## src/rtl/ipatc_pkg.sv

```systemverilog
// Package with the character codes, verdict codes and character classifier for the address classifier.
`timescale 1ns / 1ps

package ipatc_pkg;

	localparam logic [7:0] CHAR_END     = 8'h00;
	localparam logic [7:0] CHAR_COLON   = 8'h3A;
	localparam logic [7:0] CHAR_DOT     = 8'h2E;
	localparam logic [7:0] CHAR_PERCENT = 8'h25;

	localparam logic [1:0] VERDICT_INVALID = 2'd0;
	localparam logic [1:0] VERDICT_V4      = 2'd1;
	localparam logic [1:0] VERDICT_V6      = 2'd2;

	// What the previous byte left behind in the IPv6 grammar.
	localparam logic [1:0] COLON_NONE    = 2'd0;
	localparam logic [1:0] COLON_SINGLE  = 2'd1;
	localparam logic [1:0] COLON_LEADING = 2'd2;
	localparam logic [1:0] COLON_DOUBLE  = 2'd3;

	localparam logic [5:0] MAX_TEXT_LEN     = 6'd45;
	localparam logic [5:0] CHAR_COUNT_MAX   = 6'd63;
	localparam logic [8:0] OCTET_MAX        = 9'd255;
	localparam logic [8:0] OCTET_SAT        = 9'd256;
	localparam logic [1:0] OCTET_DIGITS_MAX = 2'd3;
	localparam logic [2:0] DOTS_NEEDED      = 3'd3;
	localparam logic [2:0] DOT_COUNT_MAX    = 3'd7;
	localparam logic [2:0] GROUP_DIGITS_MAX = 3'd4;
	localparam logic [2:0] GROUP_DIGITS_SAT = 3'd5;
	localparam logic [3:0] GROUP_COUNT_MAX  = 4'd15;
	localparam logic [4:0] GROUPS_FULL      = 5'd8;
	localparam logic [4:0] GROUPS_WITH_GAP  = 5'd7;

	typedef struct packed {
		logic       is_hex;
		logic       is_dec;
		logic [3:0] dec_val;
	} char_class_t;

	function automatic char_class_t classify(input logic [7:0] c);
		char_class_t r;
		r.is_dec  = c inside {[8'h30:8'h39]};
		r.is_hex  = r.is_dec || (c inside {[8'h41:8'h46], [8'h61:8'h66]});
		r.dec_val = c[3:0];
		return r;
	endfunction

endpackage

```

## src/rtl/ip_address_text_classifier.sv

```systemverilog
// Top level of the IPv4 / IPv6 address text classifier.
`timescale 1ns / 1ps

// Feed the address text one byte per transaction, ending with a zero byte; the zero byte
// yields one verdict (0 invalid, 1 IPv4, 2 IPv6) and the block is ready for the next
// string right away. Each byte is captured in an input register, and the grammar
// trackers take it from there. A terminator's verdict is written into the output
// register at the edge on which the trackers take the terminator, so verdict_valid
// rises when the terminator leaves the input register. A full output register held
// by verdict_stall stalls the input only when the byte waiting in the input register
// is a terminator; ordinary bytes keep flowing while a verdict waits to be taken.
module ip_address_text_classifier (
	input  logic       clk,
	input  logic       arst_n,
	input  logic       char_valid,
	output logic       char_stall,
	input  logic [7:0] char_code,
	output logic       verdict_valid,
	input  logic       verdict_stall,
	output logic [1:0] verdict
);

	logic       valid_s1;
	logic [7:0] char_s1;
	logic       out_valid_q;
	logic [1:0] verdict_q;
	logic [1:0] verdict_d;
	logic       out_free, s1_end, s1_fire, accept;

	assign out_free   = !out_valid_q || !verdict_stall;
	assign s1_end     = (char_s1 == ipatc_pkg::CHAR_END);
	assign s1_fire    = valid_s1 && (!s1_end || out_free);
	assign char_stall = valid_s1 && !s1_fire;
	assign accept     = char_valid && !char_stall;

	always_ff @(posedge clk or negedge arst_n) begin
		if (!arst_n) begin
			valid_s1 <= 1'b0;
		end else if (accept) begin
			valid_s1 <= 1'b1;
		end else if (s1_fire) begin
			valid_s1 <= 1'b0;
		end
	end

	always_ff @(posedge clk) begin
		if (accept)
			char_s1 <= char_code;
	end

	ipatc_tracker u_tracker (
		.clk       (clk),
		.arst_n    (arst_n),
		.step      (s1_fire),
		.char_code (char_s1),
		.verdict_d (verdict_d)
	);

	always_ff @(posedge clk or negedge arst_n) begin
		if (!arst_n) begin
			out_valid_q <= 1'b0;
		end else if (s1_fire && s1_end) begin
			out_valid_q <= 1'b1;
		end else if (!verdict_stall) begin
			out_valid_q <= 1'b0;
		end
	end

	always_ff @(posedge clk) begin
		if (s1_fire && s1_end)
			verdict_q <= verdict_d;
	end

	assign verdict_valid = out_valid_q;
	assign verdict       = verdict_q;

	a_end_gives_verdict: assert property (@(posedge clk) disable iff (!arst_n)
		(s1_fire && s1_end) |=> out_valid_q)
		else $error("terminator did not produce a verdict");

	a_stall_cause: assert property (@(posedge clk) disable iff (!arst_n)
		char_stall |-> (valid_s1 && s1_end && out_valid_q && verdict_stall))
		else $error("input stalled without a blocked terminator");

	a_verdict_code: assert property (@(posedge clk) disable iff (!arst_n)
		out_valid_q |-> (verdict_q != 2'd3))
		else $error("verdict code out of range");

	a_no_overwrite: assert property (@(posedge clk) disable iff (!arst_n)
		(out_valid_q && verdict_stall) |=> $stable(verdict_q))
		else $error("pending verdict overwritten");

endmodule

```

## src/rtl/ipatc_tracker.sv

```systemverilog
// Grammar state for the IPv4 and IPv6 address checks and the verdict logic.
`timescale 1ns / 1ps

module ipatc_tracker (
	input  logic       clk,
	input  logic       arst_n,
	input  logic       step,
	input  logic [7:0] char_code,
	output logic [1:0] verdict_d
);

	ipatc_pkg::char_class_t cls;

	logic       seen_colon_q, seen_dot_q, bad_char_q;
	logic [5:0] char_count_q;
	logic       v4_ok_q;
	logic [8:0] octet_value_q;
	logic [1:0] octet_digits_q;
	logic [2:0] octet_count_q;
	logic       v6_ok_q;
	logic [2:0] group_digits_q;
	logic [3:0] group_count_q;
	logic       double_colon_q;
	logic [1:0] last_colon_q;

	logic       seen_colon_n, seen_dot_n, bad_char_n;
	logic [5:0] char_count_n;
	logic       v4_ok_n;
	logic [8:0] octet_value_n;
	logic [1:0] octet_digits_n;
	logic [2:0] octet_count_n;
	logic       v6_ok_n;
	logic [2:0] group_digits_n;
	logic [3:0] group_count_n;
	logic       double_colon_n;
	logic [1:0] last_colon_n;

	logic        is_colon, is_dot, is_pct, is_end;
	logic [11:0] octet_prod;
	logic        v4_match, v6_match;
	logic [4:0]  groups;

	assign cls      = ipatc_pkg::classify(char_code);
	assign is_colon = (char_code == ipatc_pkg::CHAR_COLON);
	assign is_dot   = (char_code == ipatc_pkg::CHAR_DOT);
	assign is_pct   = (char_code == ipatc_pkg::CHAR_PERCENT);
	assign is_end   = (char_code == ipatc_pkg::CHAR_END);

	// value * 10 + digit; the value is at most 256, so 12 bits always hold it.
	assign octet_prod = {octet_value_q, 3'b000} + {2'b00, octet_value_q, 1'b0}
		+ {8'd0, cls.dec_val};

	always_comb begin
		seen_colon_n   = seen_colon_q | is_colon;
		seen_dot_n     = seen_dot_q | is_dot;
		bad_char_n     = bad_char_q | (!cls.is_hex && !is_colon && !is_dot && !is_pct);
		char_count_n   = (char_count_q < ipatc_pkg::CHAR_COUNT_MAX) ?
			char_count_q + 6'd1 : char_count_q;

		v4_ok_n        = v4_ok_q;
		octet_value_n  = octet_value_q;
		octet_digits_n = octet_digits_q;
		octet_count_n  = octet_count_q;
		if (is_dot) begin
			if (octet_digits_q == 2'd0)
				v4_ok_n = 1'b0;
			if (octet_count_q < ipatc_pkg::DOT_COUNT_MAX)
				octet_count_n = octet_count_q + 3'd1;
			if (octet_count_n > ipatc_pkg::DOTS_NEEDED)
				v4_ok_n = 1'b0;
			octet_digits_n = 2'd0;
			octet_value_n  = 9'd0;
		end else if (cls.is_dec) begin
			// A digit after a lone zero is a leading zero.
			if (octet_digits_q != 2'd0 && octet_value_q == 9'd0)
				v4_ok_n = 1'b0;
			if (octet_digits_q == ipatc_pkg::OCTET_DIGITS_MAX)
				v4_ok_n = 1'b0;
			else
				octet_digits_n = octet_digits_q + 2'd1;
			octet_value_n = (octet_prod > {3'd0, ipatc_pkg::OCTET_SAT}) ?
				ipatc_pkg::OCTET_SAT : octet_prod[8:0];
			if (octet_value_n > ipatc_pkg::OCTET_MAX)
				v4_ok_n = 1'b0;
		end else begin
			v4_ok_n = 1'b0;
		end

		v6_ok_n        = v6_ok_q;
		group_digits_n = group_digits_q;
		group_count_n  = group_count_q;
		double_colon_n = double_colon_q;
		last_colon_n   = last_colon_q;
		if (is_colon) begin
			case (last_colon_q)
				ipatc_pkg::COLON_NONE: begin
					if (group_digits_q == 3'd0) begin
						last_colon_n = ipatc_pkg::COLON_LEADING;
					end else begin
						if (group_count_q < ipatc_pkg::GROUP_COUNT_MAX)
							group_count_n = group_count_q + 4'd1;
						group_digits_n = 3'd0;
						last_colon_n   = ipatc_pkg::COLON_SINGLE;
					end
				end
				ipatc_pkg::COLON_DOUBLE: begin
					v6_ok_n = 1'b0;
				end
				default: begin
					if (double_colon_q)
						v6_ok_n = 1'b0;
					double_colon_n = 1'b1;
					last_colon_n   = ipatc_pkg::COLON_DOUBLE;
				end
			endcase
		end else if (cls.is_hex) begin
			if (last_colon_q == ipatc_pkg::COLON_LEADING)
				v6_ok_n = 1'b0;
			if (group_digits_q < ipatc_pkg::GROUP_DIGITS_SAT)
				group_digits_n = group_digits_q + 3'd1;
			if (group_digits_n > ipatc_pkg::GROUP_DIGITS_MAX)
				v6_ok_n = 1'b0;
			last_colon_n = ipatc_pkg::COLON_NONE;
		end else begin
			v6_ok_n = 1'b0;
		end
	end

	always_comb begin
		groups   = {1'b0, group_count_q} + {4'd0, (group_digits_q != 3'd0)};
		v4_match = v4_ok_q && (octet_count_q == ipatc_pkg::DOTS_NEEDED)
			&& (octet_digits_q != 2'd0);
		v6_match = v6_ok_q && (last_colon_q != ipatc_pkg::COLON_SINGLE)
			&& (last_colon_q != ipatc_pkg::COLON_LEADING);
		if (double_colon_q) begin
			if (groups > ipatc_pkg::GROUPS_WITH_GAP)
				v6_match = 1'b0;
		end else begin
			if (groups != ipatc_pkg::GROUPS_FULL)
				v6_match = 1'b0;
		end

		verdict_d = ipatc_pkg::VERDICT_INVALID;
		if (char_count_q == 6'd0 || bad_char_q || char_count_q > ipatc_pkg::MAX_TEXT_LEN) begin
			verdict_d = ipatc_pkg::VERDICT_INVALID;
		end else if (seen_colon_q) begin
			if (v6_match && !seen_dot_q)
				verdict_d = ipatc_pkg::VERDICT_V6;
		end else if (seen_dot_q) begin
			if (v4_match)
				verdict_d = ipatc_pkg::VERDICT_V4;
		end
	end

	always_ff @(posedge clk or negedge arst_n) begin
		if (!arst_n) begin
			seen_colon_q   <= 1'b0;
			seen_dot_q     <= 1'b0;
			bad_char_q     <= 1'b0;
			char_count_q   <= 6'd0;
			v4_ok_q        <= 1'b1;
			octet_value_q  <= 9'd0;
			octet_digits_q <= 2'd0;
			octet_count_q  <= 3'd0;
			v6_ok_q        <= 1'b1;
			group_digits_q <= 3'd0;
			group_count_q  <= 4'd0;
			double_colon_q <= 1'b0;
			last_colon_q   <= ipatc_pkg::COLON_NONE;
		end else if (step) begin
			if (is_end) begin
				// The terminator ends the string: return to the start state.
				seen_colon_q   <= 1'b0;
				seen_dot_q     <= 1'b0;
				bad_char_q     <= 1'b0;
				char_count_q   <= 6'd0;
				v4_ok_q        <= 1'b1;
				octet_value_q  <= 9'd0;
				octet_digits_q <= 2'd0;
				octet_count_q  <= 3'd0;
				v6_ok_q        <= 1'b1;
				group_digits_q <= 3'd0;
				group_count_q  <= 4'd0;
				double_colon_q <= 1'b0;
				last_colon_q   <= ipatc_pkg::COLON_NONE;
			end else begin
				seen_colon_q   <= seen_colon_n;
				seen_dot_q     <= seen_dot_n;
				bad_char_q     <= bad_char_n;
				char_count_q   <= char_count_n;
				v4_ok_q        <= v4_ok_n;
				octet_value_q  <= octet_value_n;
				octet_digits_q <= octet_digits_n;
				octet_count_q  <= octet_count_n;
				v6_ok_q        <= v6_ok_n;
				group_digits_q <= group_digits_n;
				group_count_q  <= group_count_n;
				double_colon_q <= double_colon_n;
				last_colon_q   <= last_colon_n;
			end
		end
	end

	a_end_clears: assert property (@(posedge clk) disable iff (!arst_n)
		(step && is_end) |=> (char_count_q == 6'd0 && v4_ok_q && v6_ok_q))
		else $error("state not cleared after terminator");

	a_octet_bound: assert property (@(posedge clk) disable iff (!arst_n)
		octet_value_q <= ipatc_pkg::OCTET_SAT)
		else $error("octet value beyond saturation");

endmodule
```

## config.mk

```make
export PLATFORM = sky130hd
export DESIGN_NAME = ip_address_text_classifier
export DESIGN_NICKNAME = d
export VERILOG_FILES = /design/src/rtl/ipatc_pkg.sv /design/src/rtl/ip_address_text_classifier.sv /design/src/rtl/ipatc_tracker.sv
export SDC_FILE = /design/constraint.sdc
export NUM_CORES = 1
export LEC_CHECK = 0
export BUFFER_PORTS_ARGS = -buffer_cell sky130_fd_sc_hd__buf_4
export CORE_MARGIN = 2
export CORE_UTILIZATION = 40
export DETAILED_ROUTE_END_ITERATION = 16
export SLEW_MARGIN = 20
export SYNTH_ARGS = -nofsm -noshare
export SYNTH_HDL_FRONTEND = slang
export SYNTH_SLANG_ARGS = --single-unit
```

## constraint.sdc

```tcl
create_clock -name clk -period 3.4 [get_ports clk]
set_clock_uncertainty 0.15 [all_clocks]
set_input_delay 0.68 -clock clk [delete_from_list [all_inputs] [get_ports clk]]
set_output_delay 0.68 -clock clk [all_outputs]
set_load 0.03 [all_outputs]
```

==> results.ini <==
[run_status]
status = finished clean

[sta]
setup_viol = 0
finalCritPeriodShare = 0.940
fin_tns_setup_ps = 0
slew_viol_final = 0
min_period_ps = 3200
relSlewSlack = 0.566
tightestPinTransition_ps = 646
hold_violations = 0
max_freq_ghz = 0.313
rsz0062_at_grt = no

[synth]
synth_common_cells = nand2_1 (51), dfrtp_1 (35), ha_1 (33), nor2_1 (24), inv_1 (22)
ys.flop_type = dfrtp_1
synth_cells = 336
syn_area_per_cell_um2 = 9.60
synth_nets = 383
yosysMostFrequentCell = nand2_1
synth_area_leaders = dfrtp_1 (27%), ha_1 (13%), edfxtp_1 (9.3%)
yosysWarnings = 0
postSynth.asyncResetShare = 0.787
synth-edff-count = 10
syn_area_um2 = 3230
ys_seq_area_frac = 0.381
synth_cell_type_count = 62
yosys.area.top_type = dfrtp_1
yosysTopAreaCellShare = 0.272
ys_seq_elements = 47

[drt]
wirelength_um = 6850
num_vias = 2557
first_iter_violations = 82
firstDrtPassIters = 4
viasPerCell = 5.53
wl_per_cell_um = 14.8
antenna_left = 0
drc_errors = 0

[global_routing]
grt_antenna_before_repair = 0
grt_max_degree = 38
first_global_vias = 2512
grt_use_total = 0.167
grt_pass1_wl_um = 11700
overflow = 0

[power]
ir_worst_vdd_mv = 0.382
combPwrFrac = 0.457
total_power_mw = 2.16
p_leak_nw = 1.57
p_switching_mw = 0.900
p_sw_frac = 0.416
power_density_nw_per_um2 = 605
intPower_mw = 1.26
p_clk_frac = 0.153
pwr-share-seq = 0.390

[final_layout]
n_antenna_cell = 0
final_util = 0.460
drive_gt1_frac = 0.136
multi_input_area_um2 = 1910
synthToLayoutAreaGrowth_pct = 10.8
nFillCells = 758
nNetsFinal = 406
regArea_um2 = 1230

[worst_setup_path]
path_buf_inv = 2
cp-end-kind = flop
cp.arrival_ps = 3260
required_ps = 3470
path_class = flop to flop
max_stage_delay_ps = 600
slowest_stage = fa_1
cp_max_fo = 5
crit_top_cell = inv_1
crit_family = compound AO/OA/AOI/OAI gates
crit_chain = inv_1 -> fa_1 -> inv_1 -> ha_1 -> a21o_1 -> and4_4 -> or3_1 -> a2111oi_4 -> o2111ai_1 -> o21ai_1
start_kind = flop

[placed_design]
dp_hpwl_um = 5270
place_congestion = 0.809
portBuffers = 15

[floorplan]
core-area_um2 = 7770
initial_core_util = 0.415
die_h_um = 93.8
dieArea_um2 = 8800
rows = 32
ios = 16
fp.dieW_um = 93.8

[clock_network]
cts_setup_buffers = 0
cts_sinks = 47
holdBufCountCts = 0
clk_latency_ps = 300
cts_tree = done
cts_buffers = 5
cts-root-buf = clkbuf_8
clk_pin_slew_ps = 90
ctsResizeCount = 0
clock_path_buffers = 2
htree_levels = 2

[job]
drv_cap = 0

[hold_path]
hp-class = input pin to asynchronous set/reset pin

==> stage by stage <==
step	area, µm²	setup slack (ps)	hold slack, ps	std cells
3_5_place_dp	3480	180	306	454
2_1_floorplan	3230	401	234	336
3_3_place_gp	3480	267	296	454
4_1_cts	3560	151	200	462
6_report	3570	205	180	462
5_1_grt	3570	0.410	217	462
==> layout make-up <==
cell class | instances | share of cell area
clock buffer | 7 | 0.0214
inverter | 23 | 0.0245
timing repair buffer | 18 | 0.0378
multi-input combinational | 264 | 0.536
clock inverter | 1 | 0.00140
tap | 102 | 0.0357
sequential | 47 | 0.344
==> metal layers <==
metal  track usage  share of wire  vias up
met4        0.0447         0.0099        0
met2         0.290           0.50       33
met5             0              0        -
met3        0.0265          0.025        6
met1         0.214           0.47     1233
li1              -              -     1285
==> path summary, 6_finish.rpt <==
check	from	end	depth (start not counted)	slack [ps]
worst max-delay path	char_s1[3]$_DFFE_PP_	u_tracker.octet_value_q[1]$_DFFE_PN0P_	10	200
worst min-delay path	arst_n	u_tracker.char_count_q[3]$_DFFE_PN0P_	1	180
worst max register to register	char_s1[3]$_DFFE_PP_	u_tracker.octet_value_q[1]$_DFFE_PN0P_	10	200
worst min register to register	u_tracker.v6_ok_q$_DFFE_PN1P_	u_tracker.v6_ok_q$_DFFE_PN1P_	2	320
max in group asynchronous	arst_n	u_tracker.v4_ok_q$_DFFE_PN1P_	1	2560
min in group clk	u_tracker.v6_ok_q$_DFFE_PN1P_	u_tracker.v6_ok_q$_DFFE_PN1P_	2	320
==> sequential cells by signal, summed over array words and instances (netlist names), 2 cells and up <==
register	flops
u_tracker.octet_value_q	9
char_s1	8
u_tracker.char_count_q	6
u_tracker.group_count_q	4
u_tracker.group_digits_q	3
u_tracker.octet_count_q	3
u_tracker.last_colon_q	2
u_tracker.octet_digits_q	2
verdict	2
==> worst register-to-register path, cell delays in order (launching register included) <==
cell and delay (ps):
edfxtp_1 430, inv_1 90, fa_1 600, inv_1 60, ha_1 280, a21o_1 170, and4_4 190, or3_1 370
a2111oi_4 480, o2111ai_1 150, o21ai_1 150
==> cells in the final DEF (no fill, tap or decap), types with 2 or more instances in the layout <==
cell type	instances
nor4_1	4
nor4_2	3
nand2b_1	3
xnor2_1	4
nand3b_1	3
nor4b_1	2
mux2i_1	2
dfstp_2	2
and2_1	2
o21ai_0	13
clkbuf_1	2
inv_1	22
clkbuf_8	5
a22o_1	5
nand3_1	11
a21oi_1	16
edfxtp_1	10
nor3_1	12
clkinv_2	2
dfrtp_1	35
a31oi_1	2
xor2_1	4
a21o_1	6
nor2_1	24
nand2_1	51
a41oi_1	3
o211ai_1	5
o2111ai_1	4
nand4_1	2
o221ai_1	2
buf_4	18
ha_1	33
o21ai_1	11
or3_1	6
fa_1	2
==> power groups by stage <==
stage	Sequential [mW]	Combinational, mW	Clock [mW]
after global routing	0.869	1.13	0.357
after CTS	0.845	0.975	0.341
final	0.845	0.988	0.331
after global placement	0.851	0.950	0
after floorplan	0.798	0.777	0
after detailed placement	0.854	0.971	0
==> cells by family after synthesis <==
family / after synthesis / synth area share
xor+xnor: 8 / 0.0217
flops: 47 / 0.381
fa+ha+maj: 35 / 0.140
buf+inv: 25 / 0.0306
simple gates: 137 / 0.230
mux: 3 / 0.00970
compound gates: 81 / 0.186
Power figures use the tool's default switching activity.
